--- src/hw/rtl/sdtp_pkg.sv ---
// shared constants, codes and types for the sky dome texcoord projection block
package sdtp_pkg;

    // direction store geometry
    localparam int STORE_DEPTH = 8192;
    localparam int ADDR_W      = $clog2(STORE_DEPTH);
    localparam int POS_W       = ADDR_W + 1;

    // field widths
    localparam int COORD_W  = 20;
    localparam int SCROLL_W = 15;
    localparam int DIR_W    = 18;
    localparam int TEX_W    = 16;
    localparam int CMD_W    = 2;
    localparam int CFG_IDX_W = 2;

    // arithmetic widths
    localparam int DELTA_W = COORD_W + 1;
    localparam int DZ3_W   = COORD_W + 3;
    localparam int L2_W    = 44;
    localparam int RAD_W   = 60;
    localparam int ROOT_W  = RAD_W / 2;
    localparam int SCALE_W = 25;
    localparam int NUM_W   = 47;
    localparam int QUO_W   = DIR_W;

    // 378.0 in Q9.8 and the same times 256
    localparam logic [DIR_W-1:0]   DIR_MAX   = DIR_W'(96768);
    localparam logic [SCALE_W-1:0] DIR_SCALE = SCALE_W'(24772608);

    // vertex commands
    localparam logic [CMD_W-1:0] CMD_COMPUTE = 2'd0;
    localparam logic [CMD_W-1:0] CMD_REPLAY  = 2'd1;
    localparam logic [CMD_W-1:0] CMD_REWIND  = 2'd2;
    localparam logic [CMD_W-1:0] CMD_UNUSED  = 2'd3;

    // configuration register indexes
    localparam logic [CFG_IDX_W-1:0] REG_EYE_X  = 2'd0;
    localparam logic [CFG_IDX_W-1:0] REG_EYE_Y  = 2'd1;
    localparam logic [CFG_IDX_W-1:0] REG_EYE_Z  = 2'd2;
    localparam logic [CFG_IDX_W-1:0] REG_SCROLL = 2'd3;

    // one stored direction pair
    typedef struct packed {
        logic signed [DIR_W-1:0] s;
        logic signed [DIR_W-1:0] t;
    } dir_pair_t;

endpackage

--- src/hw/rtl/sdtp_div.sv ---
// restoring divider with saturating quotient, one quotient bit per cycle
module sdtp_div (
    input  logic                        clk,
    input  logic                        rst_n,
    input  logic                        start,
    input  logic [sdtp_pkg::NUM_W-1:0]  numer,
    input  logic [sdtp_pkg::ROOT_W-1:0] denom,
    output logic                        done,
    output logic [sdtp_pkg::QUO_W-1:0]  quotient
);

    localparam int NW  = sdtp_pkg::NUM_W;
    localparam int QW  = sdtp_pkg::QUO_W;
    localparam int CW  = $clog2(QW + 1);

    logic [NW-1:0] rem_reg, rem_next;
    logic [NW-1:0] den_reg, den_next;
    logic [QW-1:0] quo_reg, quo_next;
    logic [CW-1:0] cnt_reg, cnt_next;
    logic          sat_reg, sat_next;
    logic          done_reg, done_next;

    // load or shift-subtract step
    always_comb
    begin
        rem_next  = rem_reg;
        den_next  = den_reg;
        quo_next  = quo_reg;
        cnt_next  = cnt_reg;
        sat_next  = sat_reg;
        done_next = 1'b0;
        if (start)
        begin
            rem_next = numer;
            den_next = NW'({denom, {(QW - 1){1'b0}}});
            quo_next = '0;
            cnt_next = CW'(QW);
            sat_next = {1'b0, numer} >= (NW + 1)'({denom, {QW{1'b0}}});
        end
        else if (cnt_reg != '0)
        begin
            if (rem_reg >= den_reg)
            begin
                rem_next = rem_reg - den_reg;
                quo_next = {quo_reg[QW-2:0], 1'b1};
            end
            else
            begin
                quo_next = {quo_reg[QW-2:0], 1'b0};
            end
            den_next = den_reg >> 1;
            cnt_next = cnt_reg - 1'b1;
            if (cnt_reg == CW'(1))
            begin
                done_next = 1'b1;
            end
        end
    end

    // control state
    always_ff @(posedge clk or negedge rst_n)
    begin
        if (!rst_n)
        begin
            cnt_reg  <= '0;
            done_reg <= 1'b0;
        end
        else
        begin
            cnt_reg  <= cnt_next;
            done_reg <= done_next;
        end
    end

    // datapath
    always_ff @(posedge clk)
    begin
        rem_reg <= rem_next;
        den_reg <= den_next;
        quo_reg <= quo_next;
        sat_reg <= sat_next;
    end

    assign done     = done_reg;
    assign quotient = sat_reg ? '1 : quo_reg;

endmodule
--- config.mk ---
export PLATFORM = sky130hd
export DESIGN_NAME = sdtp_div
export DESIGN_NICKNAME = d
export VERILOG_FILES = /design/src/hw/rtl/sdtp_pkg.sv /design/src/hw/rtl/sdtp_div.sv
export SDC_FILE = /design/constraint.sdc
export NUM_CORES = 1
export LEC_CHECK = 0
export ABC_AREA = 0
export BUFFER_PORTS_ARGS = -buffer_cell sky130_fd_sc_hd__buf_2
export CORE_MARGIN = 8
export CORE_UTILIZATION = 30
export DETAILED_ROUTE_END_ITERATION = 8
export PLACE_DENSITY = 0.59
export SKIP_CTS_REPAIR_TIMING = 1
export SYNTH_ARGS = -nofsm -noshare
export SYNTH_HDL_FRONTEND = slang
export SYNTH_SLANG_ARGS = --single-unit
--- constraint.sdc ---
create_clock -name clk -period 4.5 [get_ports clk]
set_clock_uncertainty 0.1 [all_clocks]
set_input_delay 1.125 -clock clk [delete_from_list [all_inputs] [get_ports clk]]
set_output_delay 1.125 -clock clk [all_outputs]
set_load 0.01 [all_outputs]
Word-level counts from Yosys, hierarchy flattened
Index checks and enable logic that the tools add are counted.
{"block": "totals", "reg_bits": 119, "latchBits": 0, "mem_bits_rw": 0, "mem_bits_ro": 0, "input_bits": 80, "out_inout_bits": 19, "elab_cells": 28, "mem_count": 0}
{"block": "op_classes", "addsub": 2, "mul": 0, "div_mod_pow": 0, "order_cmp": 2, "n_eq_ne": 1, "shift": 0, "n_mux": 12, "bitwise": 0, "reduce_logical": 4}
{"operator": "2-to-1 mux 47 bit", "n": 5}
{"operator": ">= comparator 47 x 48 -> 1 bit", "n": 1}
{"operator": ">= comparator 47 bit", "n": 1}
{"operator": "subtractor 47 bit", "n": 1}
{"operator": "2-to-1 mux 18 bit", "n": 1}
{"operator": "2-to-1 mux 5 bit", "n": 2}
{"operator": "== test 5 x 1 -> 1 bit (second input constant)", "n": 1}
{"operator": "nonzero test 5 bit", "n": 1}
{"operator": "subtractor 5 x 1 -> 5 bit (second input constant)", "n": 1}
{"operator": "2-to-1 mux 1 bit", "n": 4}
{"operator": "nonzero test 2 bit", "n": 2}
{"operator": "AND reduction 2 bit", "n": 1}

Logic depth before layout (Yosys ltp)
{"block": "logic_depth", "ltp_word": 4, "depth_mapped": 13, "ltp_nobuf": 13}

Worst setup path before layout
No wires, ideal clock.
{"block": "synth_timing", "path_type": "register to register", "start": "reg rem_reg[21]", "end": "reg rem_reg[0] (enable)", "setup_ns": 0.406, "arrival_ns": 2.953, "required_ns": 3.994, "setup_slack_ns": 1.042, "path_stages_with_launch": 10, "path_buffers": 1, "period_less_slack_ns": 3.458, "path_cell_list": "edfxtp_1 > ha_1 > clkbuf_1 > nand4_1 > or4_1 > nor4_1 > o21ai_1 > nand2_1 > a22oi_1 > nand2_1"}
{"block": "synth_between", "elab_chain_len": 3}
{"item": "start: declaration", "line": "sdtp_div.sv:16", "text": "logic [NW-1:0] rem_reg, rem_next;"}
{"item": "start signal: assignment", "line": "sdtp_div.sv:78", "text": "rem_reg <= rem_next;"}
{"item": ">= comparator 47 bit", "line": "sdtp_div.sv:42", "text": "if (rem_reg >= den_reg)"}
{"item": "nonzero test 2 bit (no source line)"}
{"item": "AND reduction 2 bit (no source line)"}
Every way passes these cells.
A chain may end at the register's enable or synchronous reset.

Worst setup path after layout
{"block": "layout_timing", "start": "reg rem_reg[0]", "end": "reg rem_reg[20] (data pin)"}
{"block": "layout_between", "elab_chain_len": 4}
{"item": "subtractor 47 bit", "line": "sdtp_div.sv:44", "text": "rem_next = rem_reg - den_reg;"}
{"item": "2-to-1 mux 47 bit", "line": "sdtp_div.sv:42"}
{"item": "2-to-1 mux 47 bit", "line": "sdtp_div.sv:40", "text": "else if (cnt_reg != '0)"}
{"item": "2-to-1 mux 47 bit", "line": "sdtp_div.sv:32", "text": "if (start)"}
{"item": "net rem_next[20]", "line": "sdtp_div.sv:16"}
The timed path passes the listed nets, and every way through them passes these cells. The select of a mux whose other input is x is not followed.

==> qor.txt <==
Status: completed
Clock-pin slew on the worst setup and hold paths: 60 ps
RSZ-0062 raised after global routing: no
Final WL: 22.3 mm
Slew Viols, Final: 0
Synthesized net count: 1164
Peak supply drop: 0.253 mV
Rel. slew slack: 48.9%
Fraction of layout cells with a size suffix above 1: 15.3%
Largest area contributor in the netlist: edfxtp_1
Antenna Nets Post-Route: 0
1st-iter DRT viols: 437
Commonest non-fill, non-tap cell in the layout: nand2_1
Slew @ Worst Pin: 766 ps
Number of detailed-route iterations in the first pass: 6
Vias in the first global route: 7185
Initial antenna violation count: 0
Ys flop type: edfxtp_1
Ys Warns: 0
Async SR Flop Fraction: 5.04%
Placed cells: 1433
Netlist cell types: 61
Routed len/inst: 15.2 um
Sequential share of the synthesized area: 38.1%
Routed vias: 7269
Endpoints failing hold: 0
GPL Wtd Cong: 0.851
Total Neg Setup Slack: 0 ps
Crit path required time: 4550 ps
Startpoint types: flop
Core ar.: 27600 um^2
Post-DP HPWL: 16.6 mm
Fmax: 309 MHz
Setup CP Type: flop to flop
Ports: 99
Crit path time final: 3240 ps
Post-synth top area share: 27.9%
CP max FO: 3
Initial Utilization: 30.4%
Most frequent cells in the layout: nand2_1, a21oi_1, buf_2
Deepest clock path buffer count: 2
Die area: 33600 um^2
Total track usage: 13.2%
Critical Path End Type: flop
Post-synth EDFFs: 78
Routed vias/inst: 4.96
Mapped Area: 8390 um^2
Die Height: 183 um
Port-buffer cells: 98
Min-Delay Path Class: flop to flop
Core Rows: 61
CTS tree: built
Clock latency on the worst-skew pair: 420 ps
CTS buffer count: 17
# diodes: 0
Final cell count without fillers: 1465
P per Cell Area: 611 nW/um^2
Final #Nets: 1233
Root buf cell: clkbuf_16
Max Cap Viol: 0
Final setup fails: 0
Clock sinks: 119
CTS HTree Levels: 4
Synth area leaders: edfxtp_1, ha_1, nand2_1
Pleak: 0.00413 uW
Crit path DAT: 3290 ps
Final Cycle Share: 71.9%
Die Width: 183 um
Synth Area per Inst: 8.35 um^2
Remaining Overflow, GRT: 0
Yosys reg bits: 119
DRC viols: 0
Pin count of the biggest net entering global routing: 126
Mapped Cells: 1005
Area grow syn2layout: 16.5%
First-pass GRT wire length: 36.2 mm
## synthesized netlist by cell type, types with 2 or more instances
cell type and number:
a21oi_2 2, dfxtp_1 35, nand2b_1 4, and2_1 5
nor2b_1 7, and3_1 2, a31oi_1 6, clkbuf_1 46
or4_1 2, dfrtp_1 6, nand3b_1 3, buf_2 4
a41oi_1 3, nand3_1 12, edfxtp_1 78, o41ai_1 2
nor2_1 32, inv_1 87, o31ai_1 33, a21oi_1 102
o211ai_1 3, nor4_1 8, or3_1 10, ha_1 78
o21ai_1 3, a22oi_1 2, a21o_1 29, xor2_1 15
xnor2_1 25, a211oi_1 6, nand4_1 21, nand2_1 189
o21ai_0 71, o21a_1 7, nor3_1 15, o21bai_1 7
or2_2 18, buf_1 2, a221oi_1 2, a31o_2 2
## final cells by class
type / instances / area, um^2
Clock buffer: 18 / 450
Clock inverter: 14 / 111
Fill cell: 2928 / 17900
Inverter: 88 / 330
Multi-Input combinational cell: 744 / 4650
Sequential cell: 119 / 3190
Tap cell: 378 / 473
Timing Repair Buffer: 104 / 563
## critical path, cell delays in order (launching register included)
cell      delay [ps]
edfxtp_1         350
inv_1             60
ha_1             160
inv_1             60
fa_1             410
a211oi_1         310
o21bai_1         160
nand4_1          170
nand3b_1         220
a31oi_1          380
o21a_1           210
o211ai_1         110
xnor2_1          180
o21ai_0           90
## routing by layer
layer	vias to the layer above	share of wire (%)	track usage [%]
li1	3687	-	-
met3	16	4.9	3.17
met4	0	1.1	3.61
met5	-	0	0
met1	3399	49	17.5
met2	167	45	21.3
## final timing paths
kind                       slack (ps)                     start                       end  cells past startpoint
hold / removal                    350  quo_reg[17]$_SDFFE_PP0N_  quo_reg[17]$_SDFFE_PP0N_                      2
setup / recovery                 1260      rem_reg[0]$_DFFE_PP_     rem_reg[20]$_DFFE_PP_                     13
setup reg to reg                 1260      rem_reg[0]$_DFFE_PP_     rem_reg[20]$_DFFE_PP_                     13
min in group asynchronous         420                     rst_n            done$_DFF_PN0_                      1
max in group asynchronous        3730                     rst_n    cnt_reg[2]$_DFFE_PN0P_                      1
hold reg to reg                   350  quo_reg[17]$_SDFFE_PP0N_  quo_reg[17]$_SDFFE_PP0N_                      2
## power breakdown
part	switching (uW)	internal, uW	total, uW
sequential	99.5	1550	1650
combinational	1820	1200	3020
clock	557	749	1310
## cells by family (layout without fill, tap and decap cells)
| family | count (synthesis) | in the layout | share of synthesized area (%) |
|---|---|---|---|
| and+or+nand+nor | 333 | 333 | 18.0 |
| AOI/OAI and AO/OA | 289 | 289 | 21.0 |
| buffers and inverters | 142 | 224 | 6.52 |
| DFF | 119 | 119 | 38.1 |
| adders and majority gates | 79 | 79 | 11.9 |
| xor gates and xnor gates | 40 | 40 | 4.18 |
| muxes | 3 | 3 | 0.432 |
## per-stage QoR
| step | total power, uW | hold WS, ps | util (%) | setup slack [ps] | cell area, um^2 |
|---|---|---|---|---|---|
| floorplan | 3940 | 327 | - | 1040 | 8390 |
| global placement | 4630 | 337 | 33.3 | 991 | 9210 |
| detailed placement | 4640 | 342 | 33.3 | 999 | 9210 |
| CTS | 5990 | 351 | 35.4 | 1250 | 9770 |
| global route | 6430 | 381 | 35.4 | 992 | 9770 |
| finish | 5970 | 347 | 35.4 | 1260 | 9770 |
Power figures use the tool's default switching activity.
