--- src/hw/rtl/sdtp_pkg.sv ---
// shared constants, codes and types for the sky dome texcoord projection block
package sdtp_pkg;

    // direction store geometry
    localparam int STORE_DEPTH = 8192;
    localparam int ADDR_W      = $clog2(STORE_DEPTH);
    localparam int POS_W       = ADDR_W + 1;

    // field widths
    localparam int COORD_W  = 20;
    localparam int SCROLL_W = 15;
    localparam int DIR_W    = 18;
    localparam int TEX_W    = 16;
    localparam int CMD_W    = 2;
    localparam int CFG_IDX_W = 2;

    // arithmetic widths
    localparam int DELTA_W = COORD_W + 1;
    localparam int DZ3_W   = COORD_W + 3;
    localparam int L2_W    = 44;
    localparam int RAD_W   = 60;
    localparam int ROOT_W  = RAD_W / 2;
    localparam int SCALE_W = 25;
    localparam int NUM_W   = 47;
    localparam int QUO_W   = DIR_W;

    // 378.0 in Q9.8 and the same times 256
    localparam logic [DIR_W-1:0]   DIR_MAX   = DIR_W'(96768);
    localparam logic [SCALE_W-1:0] DIR_SCALE = SCALE_W'(24772608);

    // vertex commands
    localparam logic [CMD_W-1:0] CMD_COMPUTE = 2'd0;
    localparam logic [CMD_W-1:0] CMD_REPLAY  = 2'd1;
    localparam logic [CMD_W-1:0] CMD_REWIND  = 2'd2;
    localparam logic [CMD_W-1:0] CMD_UNUSED  = 2'd3;

    // configuration register indexes
    localparam logic [CFG_IDX_W-1:0] REG_EYE_X  = 2'd0;
    localparam logic [CFG_IDX_W-1:0] REG_EYE_Y  = 2'd1;
    localparam logic [CFG_IDX_W-1:0] REG_EYE_Z  = 2'd2;
    localparam logic [CFG_IDX_W-1:0] REG_SCROLL = 2'd3;

    // one stored direction pair
    typedef struct packed {
        logic signed [DIR_W-1:0] s;
        logic signed [DIR_W-1:0] t;
    } dir_pair_t;

endpackage

--- src/hw/rtl/sdtp_sqrt.sv ---
// bit-pair integer square root, one result bit per cycle
module sdtp_sqrt (
    input  logic                        clk,
    input  logic                        rst_n,
    input  logic                        start,
    input  logic [sdtp_pkg::RAD_W-1:0]  radicand,
    output logic                        done,
    output logic [sdtp_pkg::ROOT_W-1:0] root
);

    localparam int W = sdtp_pkg::RAD_W;

    logic [W-1:0] rem_reg, rem_next;
    logic [W-1:0] acc_reg, acc_next;
    logic [W-1:0] bit_reg, bit_next;
    logic         busy_reg, busy_next;
    logic         done_reg, done_next;
    logic [W:0]   trial;

    // one iteration of the root recurrence
    always_comb
    begin
        rem_next  = rem_reg;
        acc_next  = acc_reg;
        bit_next  = bit_reg;
        busy_next = busy_reg;
        done_next = 1'b0;
        trial     = {1'b0, acc_reg} + {1'b0, bit_reg};
        if (start)
        begin
            rem_next  = radicand;
            acc_next  = '0;
            bit_next  = W'(1) << (W - 2);
            busy_next = 1'b1;
        end
        else if (busy_reg)
        begin
            if ({1'b0, rem_reg} >= trial)
            begin
                rem_next = rem_reg - trial[W-1:0];
                acc_next = (acc_reg >> 1) + bit_reg;
            end
            else
            begin
                acc_next = acc_reg >> 1;
            end
            bit_next = bit_reg >> 2;
            if (bit_reg[0])
            begin
                busy_next = 1'b0;
                done_next = 1'b1;
            end
        end
    end

    // control state
    always_ff @(posedge clk or negedge rst_n)
    begin
        if (!rst_n)
        begin
            busy_reg <= 1'b0;
            done_reg <= 1'b0;
        end
        else
        begin
            busy_reg <= busy_next;
            done_reg <= done_next;
        end
    end

    // datapath
    always_ff @(posedge clk)
    begin
        rem_reg <= rem_next;
        acc_reg <= acc_next;
        bit_reg <= bit_next;
    end

    assign done = done_reg;
    assign root = acc_reg[sdtp_pkg::ROOT_W-1:0];

endmodule

--- config.mk ---
export PLATFORM = sky130hd
export DESIGN_NAME = sdtp_sqrt
export DESIGN_NICKNAME = d
export VERILOG_FILES = /design/src/hw/rtl/sdtp_pkg.sv /design/src/hw/rtl/sdtp_sqrt.sv
export SDC_FILE = /design/constraint.sdc
export NUM_CORES = 1
export LEC_CHECK = 0
export BUFFER_PORTS_ARGS = -buffer_cell sky130_fd_sc_hd__buf_4
export CAP_MARGIN = 20
export CORE_MARGIN = 10
export CORE_UTILIZATION = 68
export DETAILED_ROUTE_END_ITERATION = 10
export HOLD_SLACK_MARGIN = 0.06
export PLACE_DENSITY = 0.95
export RECOVER_POWER = 25
export SYNTH_ARGS = -nofsm -noshare
export SYNTH_HDL_FRONTEND = slang
export SYNTH_SLANG_ARGS = --single-unit
--- constraint.sdc ---
create_clock -name clk -period 14.34 [get_ports clk]
set_clock_uncertainty 0.15 [all_clocks]
set_input_delay 2.868 -clock clk [delete_from_list [all_inputs] [get_ports clk]]
set_output_delay 2.868 -clock clk [all_outputs]
set_load 0.02 [all_outputs]
# Word level (Yosys, flattened, before mapping)
# Cells that the tools add are included.
# Widths: inputs -> output; s select.
dict set report totals {
  reg_bits 152
  input_bits 63
  output_inout_bits 31
  word_cells 22
}
dict set report classes {
  add_sub_neg 3
  n_lt_le_gt_ge 1
  n_mux 10
  n_reduce_logical 3
}
# op n
set ops {}
lappend ops {{$mux 60} 4}
lappend ops {{$add 60x59->61} 1}
lappend ops {{$ge 60x61->1} 1}
lappend ops {{$add 59x59->60} 1}
lappend ops {{$sub 60x60->60} 1}
lappend ops {{$mux 1} 6}
lappend ops {{$reduce_bool 2->1} 2}
lappend ops {{$reduce_and 2->1} 1}

# Logic depth before layout (Yosys ltp)
# Gate-level depths: netlist (run 1).
dict set report depth {
  depth_word 5
  mapped_depth 26
  depth_no_buf 23
}

# Worst setup path before layout (run 1)
# Ideal clock, no wire load.
dict set report synth_path {
  path_type {register -> register}
  startpoint {register acc_reg[10]}
  endpoint {register rem_reg[0] (enable)}
  setup_time_ns 0.561
  arrival_time_ns 8.746
  required_time_ns 13.629
  setup_slack_ns 4.883
  stages_incl_launch_ff 24
  path_buffers 3
  synth_period_minus_slack_ns 9.457
  path_cell_list {dfxtp_1 -> ha_1 -> nand4_2 -> o21ai_2 -> or2b_1 -> a31oi_1 -> o21a_1 -> a21boi_0 -> a221o_1 -> o211ai_1 -> a31oi_1 -> xor2_1 -> ha_1 -> clkbuf_1 -> nand4_1 -> or4_1 -> nor4_1 -> nand4_1 -> nand2_1 -> o41ai_1 -> or2_1 -> buf_6 -> buf_6 -> o21ai_0}
}
dict set report synth_via {
  elab_chain_len 4
}
# element line
set synth_lines {}
lappend synth_lines {{start, declared} sdtp_sqrt.sv:14} ;# logic [W-1:0] acc_reg, acc_next;
lappend synth_lines {{start signal, assigned} sdtp_sqrt.sv:75} ;# acc_reg <= acc_next;
lappend synth_lines {{$add 60x59->61} sdtp_sqrt.sv:28} ;# trial = {1'b0, acc_reg} + {1'b0, bit_reg};
lappend synth_lines {{$ge 60x61->1} sdtp_sqrt.sv:38} ;# if ({1'b0, rem_reg} >= trial)
lappend synth_lines {{$reduce_bool 2->1 (no line)} --}
lappend synth_lines {{$reduce_and 2->1 (no line)} --}
lappend synth_lines {{end signal, assigned} sdtp_sqrt.sv:74} ;# rem_reg <= rem_next;
lappend synth_lines {{end, declared} sdtp_sqrt.sv:13} ;# logic [W-1:0] rem_reg, rem_next;
# No other way between the ends.
# A chain may end at the register's enable or synchronous reset.

==> run summary, run 1 <==
After clock tree synthesis, the repair step resized 0 gates. The met1 usage came out at 0.364. The total power density per cell area works out to 176 nW/um^2. The tools report the final antenna-violating net count as 0.

The routed design has 44500 um of wire. For this block, the via count after detailed routing is 14900. TritonCTS built the clock tree. In the layout the commonest cells are sky130_fd_sc_hd__nand2_1 (193), sky130_fd_sc_hd__nor2_1 (159), sky130_fd_sc_hd__o21ai_0 (123), sky130_fd_sc_hd__ha_1 (122), sky130_fd_sc_hd__a21oi_1 (107). The number of DRC violations after detailed-routing iteration 0 is 1812. The global routing's busiest layer was met2. Count of flip-flops with a built-in enable after synthesis: 60. Relative slew slack: -1.21. Start-to-end type of the worst setup path: in2reg. Kind of end point of the critical path: a flop. The most used flip-flop cell after synthesis is sky130_fd_sc_hd__dfxtp_1. The share of synthesized registers carrying an async set or reset was 0.0132.

Setup repair after global routing left no endpoint under its margin. The tools report the pin count of the biggest net entering global routing as 90. The number of nets in the synthesized netlist is 2051. Clock tree synthesis found a total of 152 sinks. The area growth from synthesis to final layout was 5.16%.

The tools report the post-layout total power as 0.00276 W. The logs give 0.0542 for the global-route met3 utilization and 70600 um for the global-route wire length before repair. For the worst setup path, the data arrival time is 8.76 ns.

The final reports fail on max-capacitance violations, max-slew violations. The worst path needs 8.67 ns of the cycle, external delays included. Initial antenna violation count: 0.

The worst register-to-register path begins at acc_reg[18]. The share of the cycle needed by the critical path after routing was 0.605. Summed over all cells, the static leakage comes to 6.29 nW.

The share of cells above drive strength 1 works out to 0.105. Destination of the worst hold path: acc_reg[0]. For the area of the mapped netlist, the log shows 14900 um^2. In this run, CTS created clock tree buffers numbering 17. Total of hold buffers inserted after clock tree synthesis: 0.

The number of global-route vias before repair came out at 13900. The number of rows created at floorplan was 54. The flow ran to the end, but the final reports show violations. The worst register-to-register path has a depth of 22. Dividing the detail-routed via count by the number of cells gives 7.00. The count of antenna diodes in the layout is 0, and the die height is 168 um. After synthesis, the netlist uses 93 different library cells.

The worst reg2reg path endpoint was rem_reg[23]. Averaged over all synthesized cells, the footprint is 8.01 um^2. In this run the worst path has a maximum fanout of 89. Setup violations remaining at the end of the flow were counted as 0. The worst-case IR drop observed on VDD is 0.159 mV. The clock tree root driver cell was sky130_fd_sc_hd__clkbuf_16. The post-CTS setup buffer count is 0.

STA classifies the critical path startpoint as an input port. The number of I/O pins is 94. The library cell used most frequently in the layout, excluding fill and tap cells, is sky130_fd_sc_hd__nand2_1.

The run gives 0.245 as the fraction of the yosys area taken by sequential cells. The maximum level of the CTS H-tree is 4, and the worst hold path cell count is 2. The number of hold violations in the final report is 0, and the post-layout net count is 2017.

The overall fraction of global-route tracks in use was 0.299. In this run the worst setup path begins at start. For flop-to-flop paths, the worst setup slack is 6.74 ns. The average detailed-routed wire length per instance came out at 21.0 um. Data on the critical path is required at its endpoint by 14.43 ns. Among all stages on the critical path, the largest delay is contributed by sky130_fd_sc_hd__clkbuf_1. For the HPWL reported at the end of detailed placement, the log shows 32300 um. The number of flip-flops and latches in the synthesized netlist was 152; the sum of negative setup slack was 0 ns. Count of yosys warnings during synthesis: 0. For the maximum frequency from static timing analysis, the log shows 115 MHz.

The worst hold path startpoint is acc_reg[0]. Number of pins with negative max-slew slack in the final report: 243. The met2 usage in global routing is 0.491. The classification of the worst-slack hold path is reg2reg.

After clock tree synthesis, the clock-pin slew on the worst setup and hold paths is 0.07 ns. The worst hold slack is 0.364 ns. The number of port buffers works out to 93. The logs give 7.14 ns for the worst setup timing slack at the placement stage and 4 for the max-capacitance violation count. Initial standard-cell utilization of the core: 0.689. Walking the worst path, the cells encountered are clkbuf_1 -> inv_1 -> nand2_1 -> nor2_1 -> o2bb2ai_1.

The congestion estimate from routability-driven global placement came to 1.02. The worst setup margin is 5.67 ns. Global routing finished with a remaining overflow of 0. For this run, the slowest stage of the critical path takes 2.31 ns. The pre-antenna-repair detailed-routing pass consisted of 6 iterations. At the pin with the least slew margin, the transition time is 3.32 ns.

The die covers 28300 um^2. In the routed design, unresolved DRC markers number 0. The longest clock path from root to sink contains 2 buffers. In this run the standard cell core region covers 21700 um^2. The width of the chip was 168 um; the gate count of the mapped netlist was 1865. For the worst-skew pair, the clock arrives at the later sink with an insertion delay of 0.45 ns.
routing by layer:
metal	vias to the layer above	wire length (um)
met5	-	0
met4	0	2410
met3	196	4390
met2	911	20600
met1	6901	17100
li1	6848	-
kinds of logic after synthesis:
kind of cell,count (synthesis),share of synthesized area
buffers and inverters,196,0.0648
xor gates and xnor gates,144,0.0844
DFF,152,0.245
AOI/OAI and AO/OA,595,0.273
and+or+nand+nor,612,0.201
muxes,43,0.0292
adders and majority gates,123,0.104
worst max path at each step:
stage	to
2_1_floorplan	rem_reg[0]
5_1_grt	acc_reg[16]
4_1_cts	rem_reg[23]
3_5_place_dp	rem_reg[11]
6_report	acc_reg[16]
3_3_place_gp	rem_reg[16]
cell usage after synthesis (16+ instances only):
cell type | number | area share
sky130_fd_sc_hd__a211oi_1 | 46 | 0.023
sky130_fd_sc_hd__a21o_1 | 50 | 0.025
sky130_fd_sc_hd__a21oi_1 | 107 | 0.036
sky130_fd_sc_hd__a31oi_1 | 56 | 0.023
sky130_fd_sc_hd__buf_4 | 35 | 0.018
sky130_fd_sc_hd__clkbuf_1 | 85 | 0.021
sky130_fd_sc_hd__dfxtp_1 | 90 | 0.12
sky130_fd_sc_hd__edfxtp_1 | 60 | 0.12
sky130_fd_sc_hd__ha_1 | 122 | 0.10
sky130_fd_sc_hd__inv_1 | 40 | 0.010
sky130_fd_sc_hd__mux2i_1 | 38 | 0.025
sky130_fd_sc_hd__nand2_1 | 193 | 0.049
sky130_fd_sc_hd__nand3_1 | 43 | 0.014
sky130_fd_sc_hd__nand4_1 | 39 | 0.016
sky130_fd_sc_hd__nor2_1 | 159 | 0.040
sky130_fd_sc_hd__nor2b_1 | 17 | 0.0071
sky130_fd_sc_hd__nor3_1 | 47 | 0.016
sky130_fd_sc_hd__nor3_2 | 17 | 0.011
sky130_fd_sc_hd__o21ai_0 | 124 | 0.042
sky130_fd_sc_hd__o21bai_1 | 29 | 0.015
sky130_fd_sc_hd__o31ai_1 | 16 | 0.0080
sky130_fd_sc_hd__xnor2_1 | 81 | 0.047
sky130_fd_sc_hd__xor2_1 | 63 | 0.037
area by class of cell:
type / instances / area [um^2]
clock buffers: 22 / 467
clock inverters: 9 / 65.1
fillers: 1635 / 5980
inverters: 42 / 158
multi-input cells: 1517 / 10300
flip-flops and latches: 152 / 3660
well taps: 280 / 350
repair buffers: 101 / 676
report_power, final:
group          internal, W  switching (W)
sequential        0.000608      0.0000630
combinational     0.000608        0.00106
clock             0.000232       0.000197
total              0.00145        0.00132
per-stage QoR:
step                      utilization  area [um^2]  std cells
after global placement          0.704        15300       2092
after CTS                       0.728        15800       2123
after global routing            0.724        15700       2123
after detailed placement        0.704        15300       2092
after floorplan                     -        14900       1865
final                           0.724        15700       2123
worst max-delay path: cells and delay by family:
family	cells	cell delay, ns
buffers and inverters	2	4.41
AND/OR/NAND/NOR	2	1.26
AO/OA/AOI/OAI	1	0.18
No activity file was read; power rests on OpenSTA's default activity.
==> inputs of run 2 (changes only) <==
--- a/config.mk
+++ b/config.mk
@@ -8,10 +8,10 @@
 export BUFFER_PORTS_ARGS = -buffer_cell sky130_fd_sc_hd__buf_4
 export CAP_MARGIN = 20
 export CORE_MARGIN = 10
-export CORE_UTILIZATION = 68
+export CORE_UTILIZATION = 57
 export DETAILED_ROUTE_END_ITERATION = 10
 export HOLD_SLACK_MARGIN = 0.06
-export PLACE_DENSITY = 0.95
+export PLACE_DENSITY = 0.91
 export RECOVER_POWER = 25
 export SYNTH_ARGS = -nofsm -noshare
 export SYNTH_HDL_FRONTEND = slang
==> constraint.sdc (replaced) <==
create_clock -name clk -period 7.65 [get_ports clk]
set_clock_uncertainty 0.15 [all_clocks]
set_input_delay 1.53 -clock clk [delete_from_list [all_inputs] [get_ports clk]]
set_output_delay 1.53 -clock clk [all_outputs]
set_load 0.02 [all_outputs]
==> run 2 against run 1 <==
The flow still finishes with violations (max-capacitance violations, max-slew violations). First-iteration DRC count is 24% lower. Non-clock buffer count is 2 higher. Power is 88% higher. Global-route usage is 4.4 points lower. Largest power group unchanged. Final cell count is 2.8% higher. Die area is 17% higher. Hold slack better by 0.045 ns. Critical endpoint is now acc_reg[8]. Sequential share of layout area is 0.15 points lower. Routed wire length is 1.1% lower. Worst setup slack worse by 5.2 ns. Register-to-register slack worse by 6.2 ns.
==> run summary, run 2 (synthesis results as in run 1) <==
The flow ran to the end, but the final reports show violations. Violated checks: max-capacitance violations, max-slew violations (unchanged). Critical path launch point type: a flop (was an input port). The width of the chip came out at 182 um (was 168 um).

The overall fraction of global-route tracks in use is 0.255 (was 0.299). The tools report the worst setup timing slack at the placement stage as 0.571 ns (was 7.14 ns). The global-route congestion overflow total was 0 (unchanged); the final antenna-violating net count was 0 (unchanged). The average detailed-routed wire length per instance was 20.2 um (was 21.0 um). The clock latency on the worst-skew pair came out at 0.45 ns (about the same).

The startpoint of the worst register-to-register path is acc_reg[24] (was acc_reg[18]). The run gives -1.14 (was -1.21) as the relative slew slack. The max-capacitance violation count was 3 (was 4); the share of cells above drive strength 1 was 0.104 (was 0.105). The maximum clock insertion buffer count came out at 2 (unchanged).

The tools report the global-route met3 utilization as 0.0400 (was 0.0542). The met1 usage is 0.315 (was 0.364), and the initial standard-cell utilization of the core is 0.576 (was 0.689). The clock period minus worst slack is 7.16 ns. The tools report the worst hold path startpoint as bit_reg[54] (was acc_reg[0]). Measured slew at the worst slew-check pin: 3.21 ns (was 3.32 ns). The HPWL reported at the end of detailed placement is 32500 um (was 32300 um), and the total DRC errors in the routed layout is 0 (unchanged). The wire length reported by the detailed router was 44000 um (was 44500 um); the initial antenna violation count was 0 (unchanged). The placeable core area is 25900 um^2 (was 21700 um^2). The register area is 3660 um^2 (unchanged), and the number of port buffers is 93 (unchanged).

The cell count after placement is 2149 (was 2092), and the global-route wire length before repair is 70800 um (was 70600 um). The routability congestion estimate from global placement was 0.974 (was 1.02). The delay of the slowest cell on the worst path came out at 0.70 ns (was 2.31 ns). The tools report the clock tree root driver cell as sky130_fd_sc_hd__clkbuf_16 (unchanged). The post-route non-filler standard cell count came out at 2182 (was 2123). The number of DRC violations after detailed-routing iteration 0 was 1376 (was 1812).

The area growth from synthesis to final layout works out to 5.86% (was 5.16%). The run gives 33100 um^2 (was 28300 um^2) as the die area. The logs give 152 (unchanged) for the clock sink total and 2020 (was 2017) for the post-layout net count. Total of fill cells in the finished design: 2260 (was 1635). The count of antenna diodes in the layout is 0 (unchanged). For the static leakage power, the log shows 6.29 nW (about the same).

The post-CTS setup buffer count is 0 (unchanged). Number of global-route vias before repair: 14000 (was 13900). Number of pins with negative max-slew slack in the final report: 206 (was 243).

Start point of the critical path: acc_reg[24] (was start). Kind of end point of the critical path: a flop (unchanged). The total buffers and inverters traversed by the critical path is 2 (unchanged).

The largest delay contributor family on the critical path was compound AO/OA/AOI/OAI gates (was buffers and inverters). The detailed-route vias per instance was 6.64 (was 7.00); the final design area excluding fillers was 15800 um^2 (was 15700 um^2). For the pin count of the biggest net entering global routing, the log shows 86 (was 90). The tools report the worst setup margin as 0.492 ns (was 5.67 ns). TritonCTS built the clock tree.

The tools report the maximum level of the CTS H-tree as 4 (unchanged). The number of detailed-route iterations in the first pass was 5 (was 6); the CTS buffer count was 17 (unchanged). The tools report the number of hold violations in the final report as 0 (unchanged). Most frequent cells in the layout: sky130_fd_sc_hd__nand2_1 (193), sky130_fd_sc_hd__nor2_1 (159), sky130_fd_sc_hd__o21ai_0 (123), sky130_fd_sc_hd__ha_1 (122), sky130_fd_sc_hd__a21oi_1 (107) (unchanged). The tools report the multi-input logic area as 10300 um^2 (about the same).

For the maximum VDD drop, the log shows 0.266 mV (was 0.159 mV). The most numerous cell type found on the critical path is sky130_fd_sc_hd__a21o_1. The die height is 182 um (was 168 um), and the total power density per cell area is 329 nW/um^2 (was 176 nW/um^2). The total setup violations reported at the end of the flow was 0 (unchanged); the sum of negative setup slack was 0 ns (unchanged). The clock edge transition at the registers on the reported setup and hold paths works out to 0.07 ns (about the same). The number of I/O pins was 94 (unchanged).

Setup repair after global routing left no endpoint under its margin. The maximum fanout count along the critical path came out at 36 (was 89). The share of the cycle needed by the critical path after routing came out at 0.936.

The highest-delay cell along the critical path is sky130_fd_sc_hd__o41ai_2 (was sky130_fd_sc_hd__clkbuf_1). The maximum frequency from static timing analysis is 140 MHz. The met2 usage in global routing is 0.428 (was 0.491).

The tools report the signal arrival time at the worst endpoint as 7.19 ns (was 8.76 ns). The tools report the required time at the endpoint of the critical path as 7.68 ns (was 14.43 ns). The commonest non-fill, non-tap cell in the layout is sky130_fd_sc_hd__nand2_1 (unchanged).

The global routing's busiest layer is met2 (unchanged). Count of vias placed by the detailed router: 14500 (was 14900). The tools report the worst hold slack as 0.409 ns (was 0.364 ns). For the total cell area at the placement stage, the log shows 15400 um^2 (was 15300 um^2).

The classification of the worst-slack hold path was reg2reg (unchanged). Start-to-end type of the worst setup path: reg2reg (was in2reg). The number of rows created at floorplan came out at 59 (was 54). Critical path cell sequence: clkbuf_1 -> ha_1 -> nand4_1 -> nor3_1 -> nand3_1 -> a31oi_1 -> o21a_1 -> a21boi_0 -> a221o_1 -> o21ai_0 -> a31oi_1 -> xor2_1 -> ha_1 -> a21o_1 -> a21o_1 -> a21o_1 -> a21o_1 -> a211o_1 -> o41ai_2 -> buf_4 -> nor3_1 -> a211oi_1 -> a211oi_1 (was clkbuf_1 -> inv_1 -> nand2_1 -> nor2_1 -> o2bb2ai_1).
## run 2: cell count changes in the layout (fill, tap and decap cells not counted), moves of 2 or more
cell	previous run	this run
sky130_fd_sc_hd__buf_4	79	73
sky130_fd_sc_hd__clkbuf_1	23	29
sky130_fd_sc_hd__clkbuf_2	2	0
sky130_fd_sc_hd__clkinv_4	2	4
sky130_fd_sc_hd__inv_8	0	2
## run 2: layer usage
metal | vias to the layer above | wire length [um]
li1 | 6837 | -
met1 | 6809 | 17900
met2 | 712 | 20800
met3 | 122 | 3620
met4 | 0 | 1700
met5 | - | 0
## run 2: area by class of cell
type                       count  share of cell area
multi-input combinational   1518               0.654
sequential                   152               0.231
timing repair buffer         103              0.0428
clock buffer                  18              0.0278
tap                          335              0.0265
inverter                      42             0.00997
clock inverter                14             0.00720
## run 2: tightest hold or removal path, delay by kind of cell (launching register included)
| kind | cells | cell delay, ns |
|---|---|---|
| and+or+nand+nor | 1 | 0.05 |
| muxes | 1 | 0.13 |
| DFF | 1 | 0.34 |
## run 2: path summary, 6_finish.rpt
path	end	slack, ns	cells after the start
min in group asynchronous	done	0.71	1
max in group asynchronous	busy_reg	6.50	1
setup reg to reg	acc_reg[8]	0.49	23
hold / removal	bit_reg[54]	0.41	2
hold reg to reg	bit_reg[54]	0.41	2
setup / recovery	acc_reg[8]	0.49	23
## run 2: repair_timing
action | 4_1_cts | 5_1_grt
gates resized for setup | 0 | 1
hold buffers | 0 | 0
endpoints found under the setup margin | 0 | 71
## run 2: power breakdown
part / total (W) / internal (W) / switching (W)
sequential: 0.00125 / 0.00114 / 0.000113
combinational: 0.00312 / 0.00115 / 0.00197
clock: 0.000823 / 0.000432 / 0.000391
## run 2: per-stage QoR
step                power (W)   util
finish                0.00519  0.610
global route          0.00552  0.610
CTS                   0.00509  0.614
detailed placement    0.00426  0.593
global placement      0.00417  0.593
floorplan             0.00366      -
